[config.mk]
export PLATFORM = sky130hd
export DESIGN_NAME = motif_transition_estimator_core_flat
export DESIGN_NICKNAME = d
export VERILOG_FILES = /design/src/rtl/mte_pkg.sv /design/src/rtl/mte_in_if.sv /design/src/rtl/mte_out_if.sv /design/src/rtl/mte_ctrl.sv /design/src/rtl/mte_datapath.sv /design/src/rtl/motif_transition_estimator_core.sv /design/src/flat_wrapper.sv
export SDC_FILE = /design/constraint.sdc
export NUM_CORES = 2
export LEC_CHECK = 0
export BUFFER_PORTS_ARGS = -buffer_cell sky130_fd_sc_hd__buf_4
export CORE_AREA = 5 5 509 511
export DETAILED_ROUTE_END_ITERATION = 8
export DIE_AREA = 0 0 514 516
export GPL_TIMING_DRIVEN = 1
export SKIP_LAST_GASP = 1
export SYNTH_ARGS = -nofsm -noshare
export SYNTH_HDL_FRONTEND = slang
export SYNTH_SLANG_ARGS = --single-unit
[constraint.sdc]
create_clock -name clk -period 7.7 [get_ports clk]
set_input_delay 1.54 -clock clk [delete_from_list [all_inputs] [get_ports clk]]
set_output_delay 1.54 -clock clk [all_outputs]
set_load 0.01 [all_outputs]
[src/rtl/mte_pkg.sv]
// Shared types, codes and helpers of the motif transition estimator.
// No dependencies; every other file that uses this package refers to it by scoped names.
package mte_pkg;

    localparam int MAX_TYPES  = 4;
    localparam int COUNT_BITS = 16;
    localparam int ADDR_W     = 5;
    localparam int NUM_SLOTS  = 24;
    localparam int PRIOR_W    = 20;
    localparam int WEIGHT_W   = 16;
    localparam int PROD_C_W   = 33;
    localparam int PROD_P_W   = 36;
    localparam int VAL_W      = 41;
    localparam int SUM_W      = 43;
    localparam int REM_W      = 44;
    localparam int PROB_W     = 17;
    localparam int DIV_STEPS  = 16;

    localparam logic [1:0] REQ_LOAD    = 2'd0;
    localparam logic [1:0] REQ_SITE    = 2'd1;
    localparam logic [1:0] REQ_END     = 2'd2;
    localparam logic [1:0] REQ_COMPUTE = 2'd3;

    localparam logic [1:0] KIND_TRANS = 2'd0;
    localparam logic [1:0] KIND_END   = 2'd1;
    localparam logic [1:0] KIND_BEGIN = 2'd2;

    localparam logic [1:0] CFG_ACTIVE_TYPES = 2'd0;
    localparam logic [1:0] CFG_PRIOR_WEIGHT = 2'd1;
    localparam logic [1:0] CFG_SYMMETRIC    = 2'd2;

    typedef enum logic [3:0] {
        S_IDLE,
        S_RD,
        S_MUL,
        S_ACC,
        S_DIV_LD,
        S_DIV,
        S_DIV_WR,
        S_RD_A,
        S_RD_B,
        S_EMIT
    } state_t;

    typedef struct packed {
        logic              ev_load;
        logic              ev_site;
        logic              ev_end;
        logic              sum_clr;
        logic              rd_prior;
        logic              mul;
        logic              acc;
        logic              div_load;
        logic              div_step;
        logic              div_write;
        logic              rd_a;
        logic              rd_b;
        logic              out_load;
        logic              clear;
        logic [ADDR_W-1:0] addr;
        logic [ADDR_W-1:0] taddr;
        logic [1:0]        elem;
        logic              sym_pair;
        logic [1:0]        out_kind;
        logic [1:0]        out_row;
        logic [1:0]        out_col;
        logic              out_last;
    } cmd_t;

    typedef struct packed {
        logic [1:0] nm1;
        logic       out_free;
    } status_t;

    // Slot layout: transitions at row*4+col, end at 16+row, begin at 20+row.
    function automatic logic [ADDR_W-1:0] make_addr(logic [1:0] kind, logic [1:0] row,
                                                   logic [1:0] col);
        logic [ADDR_W-1:0] a;
        if (kind == KIND_TRANS)
        begin
            a = {1'b0, row, col};
        end
        else
        begin
            a = {1'b1, 1'b0, (kind == KIND_BEGIN), row};
        end
        return a;
    endfunction

endpackage

[src/rtl/mte_in_if.sv]
// Input channel of the motif transition estimator: valid/ready plus request fields.
// Depends on nothing.
interface mte_in_if;
    logic        valid;
    logic        ready;
    logic [1:0]  req_type;
    logic [1:0]  prior_kind;
    logic [1:0]  row_index;
    logic [1:0]  col_index;
    logic [19:0] prior_value;

    modport source (output valid, req_type, prior_kind, row_index, col_index, prior_value,
                    input ready);
    modport sink (input valid, req_type, prior_kind, row_index, col_index, prior_value,
                  output ready);
endinterface

[src/rtl/mte_out_if.sv]
// Result channel of the motif transition estimator: valid/ready plus probability fields.
// Depends on nothing.
interface mte_out_if;
    logic        valid;
    logic        ready;
    logic [1:0]  prob_kind;
    logic [1:0]  prob_row;
    logic [1:0]  prob_col;
    logic [16:0] probability;
    logic        last_result;

    modport source (output valid, prob_kind, prob_row, prob_col, probability, last_result,
                    input ready);
    modport sink (input valid, prob_kind, prob_row, prob_col, probability, last_result,
                  output ready);
endinterface

[src/rtl/mte_ctrl.sv]
// Sequencer of the estimator: decodes requests and steps the datapath through
// accumulate, divide and emit passes. Depends on mte_pkg.
module mte_ctrl (
    input  logic              clk,
    input  logic              rst_n,
    input  logic              in_valid,
    output logic              in_ready,
    input  logic [1:0]        in_req,
    input  mte_pkg::status_t  status,
    output mte_pkg::cmd_t     cmd
);

    mte_pkg::state_t state_reg, state_next;
    logic [1:0] kind_reg, kind_next;
    logic [1:0] row_reg, row_next;
    logic [1:0] elem_reg, elem_next;
    logic [3:0] step_reg, step_next;
    logic       last_elem;

    always_ff @(posedge clk or negedge rst_n)
    begin
        if (!rst_n)
        begin
            state_reg <= mte_pkg::S_IDLE;
            kind_reg  <= mte_pkg::KIND_TRANS;
            row_reg   <= '0;
            elem_reg  <= '0;
            step_reg  <= '0;
        end
        else
        begin
            state_reg <= state_next;
            kind_reg  <= kind_next;
            row_reg   <= row_next;
            elem_reg  <= elem_next;
            step_reg  <= step_next;
        end
    end

    assign last_elem = (elem_reg == status.nm1);

    always_comb
    begin
        state_next = state_reg;
        kind_next  = kind_reg;
        row_next   = row_reg;
        elem_next  = elem_reg;
        step_next  = step_reg;
        in_ready   = 1'b0;
        cmd        = '0;
        // end and begin vectors are indexed by the element
        cmd.addr   = (kind_reg == mte_pkg::KIND_TRANS)
                     ? mte_pkg::make_addr(kind_reg, row_reg, elem_reg)
                     : mte_pkg::make_addr(kind_reg, elem_reg, 2'd0);
        cmd.taddr  = mte_pkg::make_addr(kind_reg, elem_reg, row_reg);
        cmd.elem   = elem_reg;
        cmd.sym_pair = (kind_reg == mte_pkg::KIND_TRANS) && (row_reg != elem_reg);
        cmd.out_kind = kind_reg;
        cmd.out_row  = (kind_reg == mte_pkg::KIND_TRANS) ? row_reg : elem_reg;
        cmd.out_col  = (kind_reg == mte_pkg::KIND_TRANS) ? elem_reg : 2'd0;
        cmd.out_last = (kind_reg == mte_pkg::KIND_BEGIN) && last_elem;

        unique case (state_reg)
            mte_pkg::S_IDLE:
            begin
                in_ready = 1'b1;
                if (in_valid)
                begin
                    unique case (in_req)
                        mte_pkg::REQ_LOAD: cmd.ev_load = 1'b1;
                        mte_pkg::REQ_SITE: cmd.ev_site = 1'b1;
                        mte_pkg::REQ_END:  cmd.ev_end  = 1'b1;
                        mte_pkg::REQ_COMPUTE:
                        begin
                            cmd.sum_clr = 1'b1;
                            kind_next   = mte_pkg::KIND_TRANS;
                            row_next    = '0;
                            elem_next   = '0;
                            state_next  = mte_pkg::S_RD;
                        end
                        default: ;
                    endcase
                end
            end
            mte_pkg::S_RD:
            begin
                cmd.rd_prior = 1'b1;
                state_next   = mte_pkg::S_MUL;
            end
            mte_pkg::S_MUL:
            begin
                cmd.mul    = 1'b1;
                state_next = mte_pkg::S_ACC;
            end
            mte_pkg::S_ACC:
            begin
                cmd.acc = 1'b1;
                if (last_elem)
                begin
                    elem_next  = '0;
                    state_next = mte_pkg::S_DIV_LD;
                end
                else
                begin
                    elem_next  = elem_reg + 2'd1;
                    state_next = mte_pkg::S_RD;
                end
            end
            mte_pkg::S_DIV_LD:
            begin
                cmd.div_load = 1'b1;
                step_next    = '0;
                state_next   = mte_pkg::S_DIV;
            end
            mte_pkg::S_DIV:
            begin
                cmd.div_step = 1'b1;
                step_next    = step_reg + 4'd1;
                if (step_reg == 4'(mte_pkg::DIV_STEPS - 1))
                begin
                    state_next = mte_pkg::S_DIV_WR;
                end
            end
            mte_pkg::S_DIV_WR:
            begin
                cmd.div_write = 1'b1;
                if (!last_elem)
                begin
                    elem_next  = elem_reg + 2'd1;
                    state_next = mte_pkg::S_DIV_LD;
                end
                else
                begin
                    // advance to the next row or vector, or to the emit pass after the begin vector
                    elem_next   = '0;
                    cmd.sum_clr = 1'b1;
                    state_next  = mte_pkg::S_RD;
                    priority if (kind_reg == mte_pkg::KIND_TRANS && row_reg != status.nm1)
                    begin
                        row_next = row_reg + 2'd1;
                    end
                    else if (kind_reg == mte_pkg::KIND_TRANS)
                    begin
                        kind_next = mte_pkg::KIND_END;
                        row_next  = '0;
                    end
                    else if (kind_reg == mte_pkg::KIND_END)
                    begin
                        kind_next = mte_pkg::KIND_BEGIN;
                    end
                    else
                    begin
                        kind_next  = mte_pkg::KIND_TRANS;
                        row_next   = '0;
                        state_next = mte_pkg::S_RD_A;
                    end
                end
            end
            mte_pkg::S_RD_A:
            begin
                cmd.rd_a   = 1'b1;
                state_next = mte_pkg::S_RD_B;
            end
            mte_pkg::S_RD_B:
            begin
                cmd.rd_b   = 1'b1;
                state_next = mte_pkg::S_EMIT;
            end
            mte_pkg::S_EMIT:
            begin
                if (status.out_free)
                begin
                    cmd.out_load = 1'b1;
                    state_next   = mte_pkg::S_RD_A;
                    if (!last_elem)
                    begin
                        elem_next = elem_reg + 2'd1;
                    end
                    else
                    begin
                        elem_next = '0;
                        priority if (kind_reg == mte_pkg::KIND_TRANS && row_reg != status.nm1)
                        begin
                            row_next = row_reg + 2'd1;
                        end
                        else if (kind_reg == mte_pkg::KIND_TRANS)
                        begin
                            kind_next = mte_pkg::KIND_END;
                            row_next  = '0;
                        end
                        else if (kind_reg == mte_pkg::KIND_END)
                        begin
                            kind_next = mte_pkg::KIND_BEGIN;
                        end
                        else
                        begin
                            kind_next  = mte_pkg::KIND_TRANS;
                            cmd.clear  = 1'b1;
                            state_next = mte_pkg::S_IDLE;
                        end
                    end
                end
            end
            default: state_next = mte_pkg::S_IDLE;
        endcase
    end

endmodule

[src/rtl/mte_datapath.sv]
// Datapath of the estimator: config registers, counters, prior and result memories,
// weighting multipliers, restoring divider and the output register. Depends on mte_pkg.
module mte_datapath (
    input  logic              clk,
    input  logic              rst_n,
    input  logic              cfg_we,
    input  logic [1:0]        cfg_index,
    input  logic [15:0]       cfg_data,
    input  logic [1:0]        in_kind,
    input  logic [1:0]        in_row,
    input  logic [1:0]        in_col,
    input  logic [19:0]       in_value,
    input  mte_pkg::cmd_t     cmd,
    output mte_pkg::status_t  status,
    output logic              out_valid,
    input  logic              out_ready,
    output logic [1:0]        out_kind,
    output logic [1:0]        out_row,
    output logic [1:0]        out_col,
    output logic [16:0]       out_prob,
    output logic              out_last
);

    logic [2:0]  active_reg;
    logic [15:0] weight_reg;
    logic        sym_reg;

    logic [mte_pkg::COUNT_BITS-1:0] cnt_reg [mte_pkg::NUM_SLOTS];
    logic                           prev_valid_reg;
    logic [1:0]                     prev_type_reg;

    logic [mte_pkg::PRIOR_W-1:0]    prior_mem [mte_pkg::NUM_SLOTS];
    logic [mte_pkg::PROB_W-1:0]     res_mem [mte_pkg::NUM_SLOTS];

    logic [mte_pkg::PRIOR_W-1:0]    prior_q_reg;
    logic [mte_pkg::COUNT_BITS-1:0] cnt_q_reg;
    logic [mte_pkg::PROD_C_W-1:0]   pc_reg;
    logic [mte_pkg::PROD_P_W-1:0]   pp_reg;
    logic [mte_pkg::VAL_W-1:0]      val_reg [mte_pkg::MAX_TYPES];
    logic [mte_pkg::SUM_W-1:0]      sum_reg;
    logic [mte_pkg::REM_W-1:0]      rem_reg;
    logic [mte_pkg::PROB_W-1:0]     quo_reg;
    logic [mte_pkg::PROB_W-1:0]     rd_q_reg;
    logic [mte_pkg::PROB_W-1:0]     a_q_reg;

    logic                           out_valid_reg;
    logic [1:0]                     out_kind_reg, out_row_reg, out_col_reg;
    logic [mte_pkg::PROB_W-1:0]     out_prob_reg;
    logic                           out_last_reg;

    logic [1:0]                     nm1;
    logic [mte_pkg::ADDR_W-1:0]     load_addr;
    logic [mte_pkg::ADDR_W-1:0]     inc_addr;
    logic                           inc_en;
    logic [mte_pkg::VAL_W-1:0]      val_new;
    logic [mte_pkg::REM_W-1:0]      sum_ext;
    logic [mte_pkg::REM_W-1:0]      val_ext;
    logic [mte_pkg::REM_W-1:0]      rem_sh;
    logic [mte_pkg::REM_W:0]        rem_dbl;
    logic [mte_pkg::PROB_W-1:0]     result;
    logic [mte_pkg::PROB_W:0]       avg_sum;

    // clamp active types to 1..MAX_TYPES
    always_comb
    begin
        priority if (active_reg == 3'd0)
        begin
            nm1 = 2'd0;
        end
        else if (active_reg > 3'(mte_pkg::MAX_TYPES))
        begin
            nm1 = 2'(mte_pkg::MAX_TYPES - 1);
        end
        else
        begin
            nm1 = 2'(active_reg - 3'd1);
        end
    end

    assign status.nm1      = nm1;
    assign status.out_free = !out_valid_reg || out_ready;

    always_ff @(posedge clk or negedge rst_n)
    begin
        if (!rst_n)
        begin
            active_reg <= 3'd4;
            weight_reg <= 16'd32768;
            sym_reg    <= 1'b0;
        end
        else if (cfg_we)
        begin
            unique case (cfg_index)
                mte_pkg::CFG_ACTIVE_TYPES: active_reg <= cfg_data[2:0];
                mte_pkg::CFG_PRIOR_WEIGHT: weight_reg <= cfg_data;
                mte_pkg::CFG_SYMMETRIC:    sym_reg    <= cfg_data[0];
                default: ;
            endcase
        end
    end

    // event counting
    always_comb
    begin
        inc_en   = 1'b0;
        inc_addr = mte_pkg::make_addr(mte_pkg::KIND_BEGIN, in_row, 2'd0);
        if (cmd.ev_site && in_row <= nm1)
        begin
            inc_en = 1'b1;
            if (prev_valid_reg)
            begin
                inc_addr = mte_pkg::make_addr(mte_pkg::KIND_TRANS, in_row, prev_type_reg);
            end
        end
        else if (cmd.ev_end && prev_valid_reg)
        begin
            inc_en   = 1'b1;
            inc_addr = mte_pkg::make_addr(mte_pkg::KIND_END, prev_type_reg, 2'd0);
        end
    end

    always_ff @(posedge clk or negedge rst_n)
    begin
        if (!rst_n)
        begin
            for (int i = 0; i < mte_pkg::NUM_SLOTS; i++)
            begin
                cnt_reg[i] <= '0;
            end
            prev_valid_reg <= 1'b0;
            prev_type_reg  <= '0;
        end
        else if (cmd.clear)
        begin
            for (int i = 0; i < mte_pkg::NUM_SLOTS; i++)
            begin
                cnt_reg[i] <= '0;
            end
            prev_valid_reg <= 1'b0;
            prev_type_reg  <= '0;
        end
        else
        begin
            if (inc_en && cnt_reg[inc_addr] != '1)
            begin
                cnt_reg[inc_addr] <= cnt_reg[inc_addr] + 1'b1;
            end
            if (cmd.ev_site && in_row <= nm1)
            begin
                prev_valid_reg <= 1'b1;
                prev_type_reg  <= in_row;
            end
            else if (cmd.ev_end)
            begin
                prev_valid_reg <= 1'b0;
                prev_type_reg  <= '0;
            end
        end
    end

    assign load_addr = mte_pkg::make_addr(in_kind, in_row, in_col);

    always_ff @(posedge clk)
    begin
        if (cmd.ev_load && in_kind != 2'd3)
        begin
            prior_mem[load_addr] <= in_value;
        end
        if (cmd.rd_prior)
        begin
            prior_q_reg <= prior_mem[cmd.addr];
        end
    end

    // weighting: (65536 - w) * count * 256 + w * prior
    assign val_new = {pc_reg, 8'd0} + mte_pkg::VAL_W'(pp_reg);

    always_ff @(posedge clk)
    begin
        if (cmd.rd_prior)
        begin
            cnt_q_reg <= cnt_reg[cmd.addr];
        end
        if (cmd.mul)
        begin
            pc_reg <= (17'h10000 - {1'b0, weight_reg}) * cnt_q_reg;
            pp_reg <= weight_reg * prior_q_reg;
        end
        if (cmd.acc)
        begin
            val_reg[cmd.elem] <= val_new;
        end
    end

    always_ff @(posedge clk or negedge rst_n)
    begin
        if (!rst_n)
        begin
            sum_reg <= '0;
        end
        else if (cmd.sum_clr)
        begin
            sum_reg <= '0;
        end
        else if (cmd.acc)
        begin
            sum_reg <= sum_reg + mte_pkg::SUM_W'(val_new);
        end
    end

    // restoring divider, one quotient bit a cycle
    assign sum_ext = mte_pkg::REM_W'(sum_reg);
    assign val_ext = mte_pkg::REM_W'(val_reg[cmd.elem]);
    assign rem_sh  = {rem_reg[mte_pkg::REM_W-2:0], 1'b0};
    assign rem_dbl = {rem_reg, 1'b0};

    always_ff @(posedge clk)
    begin
        if (cmd.div_load)
        begin
            if (val_ext >= sum_ext)
            begin
                rem_reg <= val_ext - sum_ext;
                quo_reg <= mte_pkg::PROB_W'(1);
            end
            else
            begin
                rem_reg <= val_ext;
                quo_reg <= '0;
            end
        end
        else if (cmd.div_step)
        begin
            if (rem_sh >= sum_ext)
            begin
                rem_reg <= rem_sh - sum_ext;
                quo_reg <= {quo_reg[mte_pkg::PROB_W-2:0], 1'b1};
            end
            else
            begin
                rem_reg <= rem_sh;
                quo_reg <= {quo_reg[mte_pkg::PROB_W-2:0], 1'b0};
            end
        end
    end

    always_comb
    begin
        if (sum_reg == '0)
        begin
            result = '0;
        end
        else if (rem_dbl >= {1'b0, sum_ext})
        begin
            result = quo_reg + 1'b1;
        end
        else
        begin
            result = quo_reg;
        end
    end

    always_ff @(posedge clk)
    begin
        if (cmd.div_write)
        begin
            res_mem[cmd.addr] <= result;
        end
        if (cmd.rd_a)
        begin
            rd_q_reg <= res_mem[cmd.addr];
        end
        else if (cmd.rd_b)
        begin
            rd_q_reg <= res_mem[cmd.taddr];
            a_q_reg  <= rd_q_reg;
        end
    end

    assign avg_sum = {1'b0, a_q_reg} + {1'b0, rd_q_reg} + 1'b1;

    always_ff @(posedge clk or negedge rst_n)
    begin
        if (!rst_n)
        begin
            out_valid_reg <= 1'b0;
        end
        else if (cmd.out_load)
        begin
            out_valid_reg <= 1'b1;
        end
        else if (out_ready)
        begin
            out_valid_reg <= 1'b0;
        end
    end

    always_ff @(posedge clk)
    begin
        if (cmd.out_load)
        begin
            out_kind_reg <= cmd.out_kind;
            out_row_reg  <= cmd.out_row;
            out_col_reg  <= cmd.out_col;
            out_last_reg <= cmd.out_last;
            out_prob_reg <= (sym_reg && cmd.sym_pair) ? avg_sum[mte_pkg::PROB_W:1] : a_q_reg;
        end
    end

    assign out_valid = out_valid_reg;
    assign out_kind  = out_kind_reg;
    assign out_row   = out_row_reg;
    assign out_col   = out_col_reg;
    assign out_prob  = out_prob_reg;
    assign out_last  = out_last_reg;

endmodule

[src/rtl/motif_transition_estimator_core.sv]
// Motif transition estimator: counts motif-site events and turns them into
// normalized probabilities. Uses mte_pkg, mte_in_if, mte_out_if, mte_ctrl, mte_datapath.
//
// Usage:
//   in_ch carries requests: prior loads, site starts, sequence ends, compute.
//   Loads and events are taken one per cycle while the block is idle.
//   A compute request emits n*n transition, n end and n begin probabilities
//   on out_ch, with last_result on the final one; n is the active type count.
//   Compute pass: each of the n+2 rows is weighted and summed, then goes through
//   the bit-serial restoring divider (17 quotient steps plus the write); then each
//   result is read from the result memory and loaded into the output register.
//   A stall on out_ch holds the emit pass.
//   in_ch stays not ready from the compute transfer until the last result
//   has been loaded into the output register; counts then clear, priors stay.
//   Configuration is written on cfg_we/cfg_index/cfg_data; the user must do this
//   only while idle, as the block does not enforce it. Reset clears counts and
//   restores default configuration; priors must be loaded before the first compute.
module motif_transition_estimator_core (
    input  logic        clk,
    input  logic        rst_n,
    input  logic        cfg_we,
    input  logic [1:0]  cfg_index,
    input  logic [15:0] cfg_data,
    mte_in_if.sink      in_ch,
    mte_out_if.source   out_ch
);

    mte_pkg::cmd_t    cmd;
    mte_pkg::status_t status;

    mte_ctrl u_ctrl (
        .clk      (clk),
        .rst_n    (rst_n),
        .in_valid (in_ch.valid),
        .in_ready (in_ch.ready),
        .in_req   (in_ch.req_type),
        .status   (status),
        .cmd      (cmd)
    );

    mte_datapath u_datapath (
        .clk       (clk),
        .rst_n     (rst_n),
        .cfg_we    (cfg_we),
        .cfg_index (cfg_index),
        .cfg_data  (cfg_data),
        .in_kind   (in_ch.prior_kind),
        .in_row    (in_ch.row_index),
        .in_col    (in_ch.col_index),
        .in_value  (in_ch.prior_value),
        .cmd       (cmd),
        .status    (status),
        .out_valid (out_ch.valid),
        .out_ready (out_ch.ready),
        .out_kind  (out_ch.prob_kind),
        .out_row   (out_ch.prob_row),
        .out_col   (out_ch.prob_col),
        .out_prob  (out_ch.probability),
        .out_last  (out_ch.last_result)
    );

endmodule

[src/flat_wrapper.sv]
// flat-port wrapper written by rule: the top's interface ports become plain ports
module motif_transition_estimator_core_flat 
  (clk, rst_n, cfg_we, cfg_index, cfg_data, in_ch_valid, in_ch_req_type, in_ch_prior_kind, in_ch_row_index, in_ch_col_index, in_ch_prior_value, in_ch_ready, out_ch_valid, out_ch_prob_kind, out_ch_prob_row, out_ch_prob_col, out_ch_probability, out_ch_last_result, out_ch_ready);
  mte_in_if in_ch_i ();
  mte_out_if out_ch_i ();
  input  logic clk;
  input  logic rst_n;
  input  logic cfg_we;
  input  logic [1:0] cfg_index;
  input  logic [15:0] cfg_data;
  input wire logic [$bits(in_ch_i.valid)-1:0] in_ch_valid;
  input wire logic [$bits(in_ch_i.req_type)-1:0] in_ch_req_type;
  input wire logic [$bits(in_ch_i.prior_kind)-1:0] in_ch_prior_kind;
  input wire logic [$bits(in_ch_i.row_index)-1:0] in_ch_row_index;
  input wire logic [$bits(in_ch_i.col_index)-1:0] in_ch_col_index;
  input wire logic [$bits(in_ch_i.prior_value)-1:0] in_ch_prior_value;
  output wire logic [$bits(in_ch_i.ready)-1:0] in_ch_ready;
  output wire logic [$bits(out_ch_i.valid)-1:0] out_ch_valid;
  output wire logic [$bits(out_ch_i.prob_kind)-1:0] out_ch_prob_kind;
  output wire logic [$bits(out_ch_i.prob_row)-1:0] out_ch_prob_row;
  output wire logic [$bits(out_ch_i.prob_col)-1:0] out_ch_prob_col;
  output wire logic [$bits(out_ch_i.probability)-1:0] out_ch_probability;
  output wire logic [$bits(out_ch_i.last_result)-1:0] out_ch_last_result;
  input wire logic [$bits(out_ch_i.ready)-1:0] out_ch_ready;
  assign in_ch_i.valid = in_ch_valid;
  assign in_ch_i.req_type = in_ch_req_type;
  assign in_ch_i.prior_kind = in_ch_prior_kind;
  assign in_ch_i.row_index = in_ch_row_index;
  assign in_ch_i.col_index = in_ch_col_index;
  assign in_ch_i.prior_value = in_ch_prior_value;
  assign in_ch_ready = in_ch_i.ready;
  assign out_ch_valid = out_ch_i.valid;
  assign out_ch_prob_kind = out_ch_i.prob_kind;
  assign out_ch_prob_row = out_ch_i.prob_row;
  assign out_ch_prob_col = out_ch_i.prob_col;
  assign out_ch_probability = out_ch_i.probability;
  assign out_ch_last_result = out_ch_i.last_result;
  assign out_ch_i.ready = out_ch_ready;
  motif_transition_estimator_core u_core (.clk(clk), .rst_n(rst_n), .cfg_we(cfg_we), .cfg_index(cfg_index), .cfg_data(cfg_data), .in_ch(in_ch_i), .out_ch(out_ch_i));
endmodule
==> out/metrics.yaml <==
status: "finished, final reports clean"
crit_required_ps: 8250
worstSetupPathType: "flop to flop"
final_net_count: 10000
num-fill-cells: 22600
synth_seq_area_share: 0.471
clock_net_sink_count: 1741
arrival_ps: 8090
rsz0062_at_grt: "true"
yosys_warnings: 0
grt_pass1_vias: 74500
finalWorstPathRequiredPeriod_ps: 7540
element_type_at_the_critical_path_end: "flop"
r2r_setup_slack_ps: 160
cts_root_buffer: "sky130_fd_sc_hd__clkbuf_16"
timing.critical_path.buf_inv: 9
io_buffer_count: 76
max_slew_margin: 0.0824
fp.coreArea_sq_um: 253000
drtPass1Iterations: 6
worst-r2r-cell-count: 32
max_freq_mhz: 133
global_route.overflow_total: 0
cts-htree-levels: 4
layout-drive-gt1-share: 0.147
average_size_of_a_mapped_cell_sq_um: 11.8
slowest_stage: "sky130_fd_sc_hd__fa_1"
post-dp-hpwl_mm: 213
drcViolationCount: 0
register_area_sq_um: 50000
clk-insertion-delay-late_ps: 870
slew_limit_fails: 0
hp-class: "flop to flop"
syn-cell-area_sq_um: 106000
max_stage_delay_ps: 550
synth_cell_type_count: 105
grt_first_pass_wirelength_mm: 472
multiInputGateArea_sq_um: 52100
dpl-instance-area_sq_um: 112000
tritoncts_clock_tree: "done"
dpl_ws_ps: -186
die_w_microns: 514
drt_iter0_markers: 7278
grt_max_degree: 172
hold_slack_ps: 466
cp_top_family: "adder cells"
post_cts_hold_buffer_count: 0
routed-wl-met2_mm: 150
die-area_sq_um: 265000
final_number_of_setup_violating_endpoints: 0
largest_register_ff_count: 480
cts_buffer_depth: 3
setup-tns-final_ps: 0
top_signal_layer_used: "met5"
worst_clock_skew_ps: 89.5
routed_wirelength_mm: 314
dr_wl_met3_mm: 21.4
share_of_flip_flops_with_an_asynchronous_set_or_reset_after_synthesis: 0.267
area_growth_pct: 12.3
prevailing_post_synth_register_cell: "sky130_fd_sc_hd__edfxtp_1"
yosys_register_bits: 1741
ant_nets: 0
routedLengthMet1_mm: 129
timing.critical_path.fanout_max: 5
num_rows: 185
min_delay_path_depth: 0
layout.cell_area.non_filler_sq_um: 119000
start_kind: "flop"
synth-edff-count: 1276
via_per_inst: 5.85
route.vias.total: 73900
routabilityCongestion: 0.937
final-hold-violation-count: 0
grt_usage: 0.232
crit_cells: 32
final_routed_wire_length_divided_by_cell_count_microns: 24.9
floorplan.io_pins: 77
die-height_microns: 516
initial_utilization: 0.419
synthCells: 9025
numCtsBuffers: 189
tightest_slew_ps: 1370
grt_antenna_before_repair: 11
final.period_utilization: 0.980
post_synthesis_net_count: 9944
final_critical_path_setup_slack_ps: 157
timing.max_cap.violations: 0
clkTransAtPathRegs_ps: 60
-- final cells by class --
type / instances / share of cell area
clock buffers: 225 / 0.0419
diodes: 7 / 0.000147
multi-input cells: 6020 / 0.437
flip-flops and latches: 1741 / 0.419
inverters: 715 / 0.0226
repair buffers: 429 / 0.0315
clock inverters: 129 / 0.0122
well taps: 3366 / 0.0353
-- synth_stat cells, types with 50 or more instances --
cell type                  instances  area [sq um]
sky130_fd_sc_hd__a211oi_1        169          1270
sky130_fd_sc_hd__a21o_1          120           901
sky130_fd_sc_hd__a21oi_1         376          1880
sky130_fd_sc_hd__a311oi_1         61           534
sky130_fd_sc_hd__a31oi_1          50           313
sky130_fd_sc_hd__and2_1          297          1860
sky130_fd_sc_hd__and3_1           74           463
sky130_fd_sc_hd__buf_1            71           267
sky130_fd_sc_hd__clkbuf_1        418          1570
sky130_fd_sc_hd__dfrtp_1         463         11600
sky130_fd_sc_hd__edfxtp_1       1276         38300
sky130_fd_sc_hd__fa_1            464          9290
sky130_fd_sc_hd__ha_1            404          5050
sky130_fd_sc_hd__inv_1           711          2670
sky130_fd_sc_hd__mux2i_1         365          3650
sky130_fd_sc_hd__mux4_2          374          8420
sky130_fd_sc_hd__nand2_1        1204          4520
sky130_fd_sc_hd__nand2b_1         59           369
sky130_fd_sc_hd__nand3_1         319          1600
sky130_fd_sc_hd__nor2_1          308          1160
sky130_fd_sc_hd__nor2b_1         101           632
sky130_fd_sc_hd__nor3_1           74           370
sky130_fd_sc_hd__o21ai_0         344          1720
sky130_fd_sc_hd__xnor2_1         151          1320
sky130_fd_sc_hd__xor2_1           99           867
-- kinds of logic (layout without fill, tap and decap cells) --
| logic type | count (synthesis) | in the layout | synth area share |
|---|---|---|---|
| compound gates | 1508 | 1508 | 0.0925 |
| other cells | 0 | 7 | 0 |
| xor+xnor | 250 | 250 | 0.0206 |
| fa+ha+maj | 869 | 869 | 0.135 |
| flops | 1741 | 1741 | 0.471 |
| buf+inv | 1264 | 1498 | 0.0464 |
| simple gates | 2619 | 2619 | 0.117 |
| mux | 774 | 774 | 0.118 |
-- layout by cell type, fill, tap and decap left out, types with 26 or more instances in the layout --
cell type	count
sky130_fd_sc_hd__buf_12	40
sky130_fd_sc_hd__clkinv_1	33
sky130_fd_sc_hd__inv_1	702
sky130_fd_sc_hd__xor2_1	95
sky130_fd_sc_hd__a31oi_1	49
sky130_fd_sc_hd__buf_4	382
sky130_fd_sc_hd__o21ai_0	327
sky130_fd_sc_hd__nand4_1	29
sky130_fd_sc_hd__a21oi_1	369
sky130_fd_sc_hd__nor2_1	257
sky130_fd_sc_hd__xnor2_1	142
sky130_fd_sc_hd__fa_1	457
sky130_fd_sc_hd__nand2b_1	59
sky130_fd_sc_hd__a311oi_1	61
sky130_fd_sc_hd__ha_1	394
sky130_fd_sc_hd__and2_1	286
sky130_fd_sc_hd__and3_1	73
sky130_fd_sc_hd__clkinv_2	30
sky130_fd_sc_hd__dfrtp_1	455
sky130_fd_sc_hd__edfxtp_1	1276
sky130_fd_sc_hd__nand3_1	315
sky130_fd_sc_hd__nor2b_1	100
sky130_fd_sc_hd__nor2_2	36
sky130_fd_sc_hd__or3_1	31
sky130_fd_sc_hd__o21bai_1	39
sky130_fd_sc_hd__o21a_1	39
sky130_fd_sc_hd__nand2_1	1201
sky130_fd_sc_hd__nor3_1	63
sky130_fd_sc_hd__clkbuf_1	26
sky130_fd_sc_hd__mux2i_1	363
sky130_fd_sc_hd__o22ai_1	48
sky130_fd_sc_hd__a211oi_1	167
sky130_fd_sc_hd__mux2_2	35
sky130_fd_sc_hd__a21o_1	120
sky130_fd_sc_hd__mux4_2	374
sky130_fd_sc_hd__clkbuf_16	191
-- routing by layer --
layer | GRT usage | up-vias
li1 | - | 32600
met1 | 0.309 | 37800
met2 | 0.384 | 2849
met3 | 0.0366 | 650
met4 | 0.0899 | 10
met5 | 0 | -
-- metrics by stage --
step | utilization | cells
6_report | 0.470 | 12600
3_3_place_gp | 0.442 | 12200
2_1_floorplan | - | 9025
4_1_cts | 0.468 | 12600
3_5_place_dp | 0.442 | 12200
5_1_grt | 0.470 | 12600
-- worst paths after layout --
kind	to	from
setup / recovery	u_core.u_datapath.pc_reg[30]	u_core.u_datapath.weight_reg[4]
hold reg to reg	u_core.u_datapath.a_q_reg[6]	u_core.u_datapath.rd_q_reg[6]
setup reg to reg	u_core.u_datapath.pc_reg[30]	u_core.u_datapath.weight_reg[4]
min in group asynchronous	u_core.u_datapath.sum_reg[16]	rst_n
hold / removal	u_core.u_datapath.a_q_reg[6]	u_core.u_datapath.rd_q_reg[6]
max in group asynchronous	u_core.u_ctrl.elem_reg[1]	rst_n
-- repair_timing --
action	4_1_cts	5_1_grt
gates resized for setup	8	81
cloned	0	0
endpoints found under the setup margin	5	17
pin swaps	1	49
buffers inserted	2	22
endpoints found under the hold margin	0	0
Power is not shown: default switching activity piles up to over one toggle a cycle in this logic, so the estimate is an artifact.
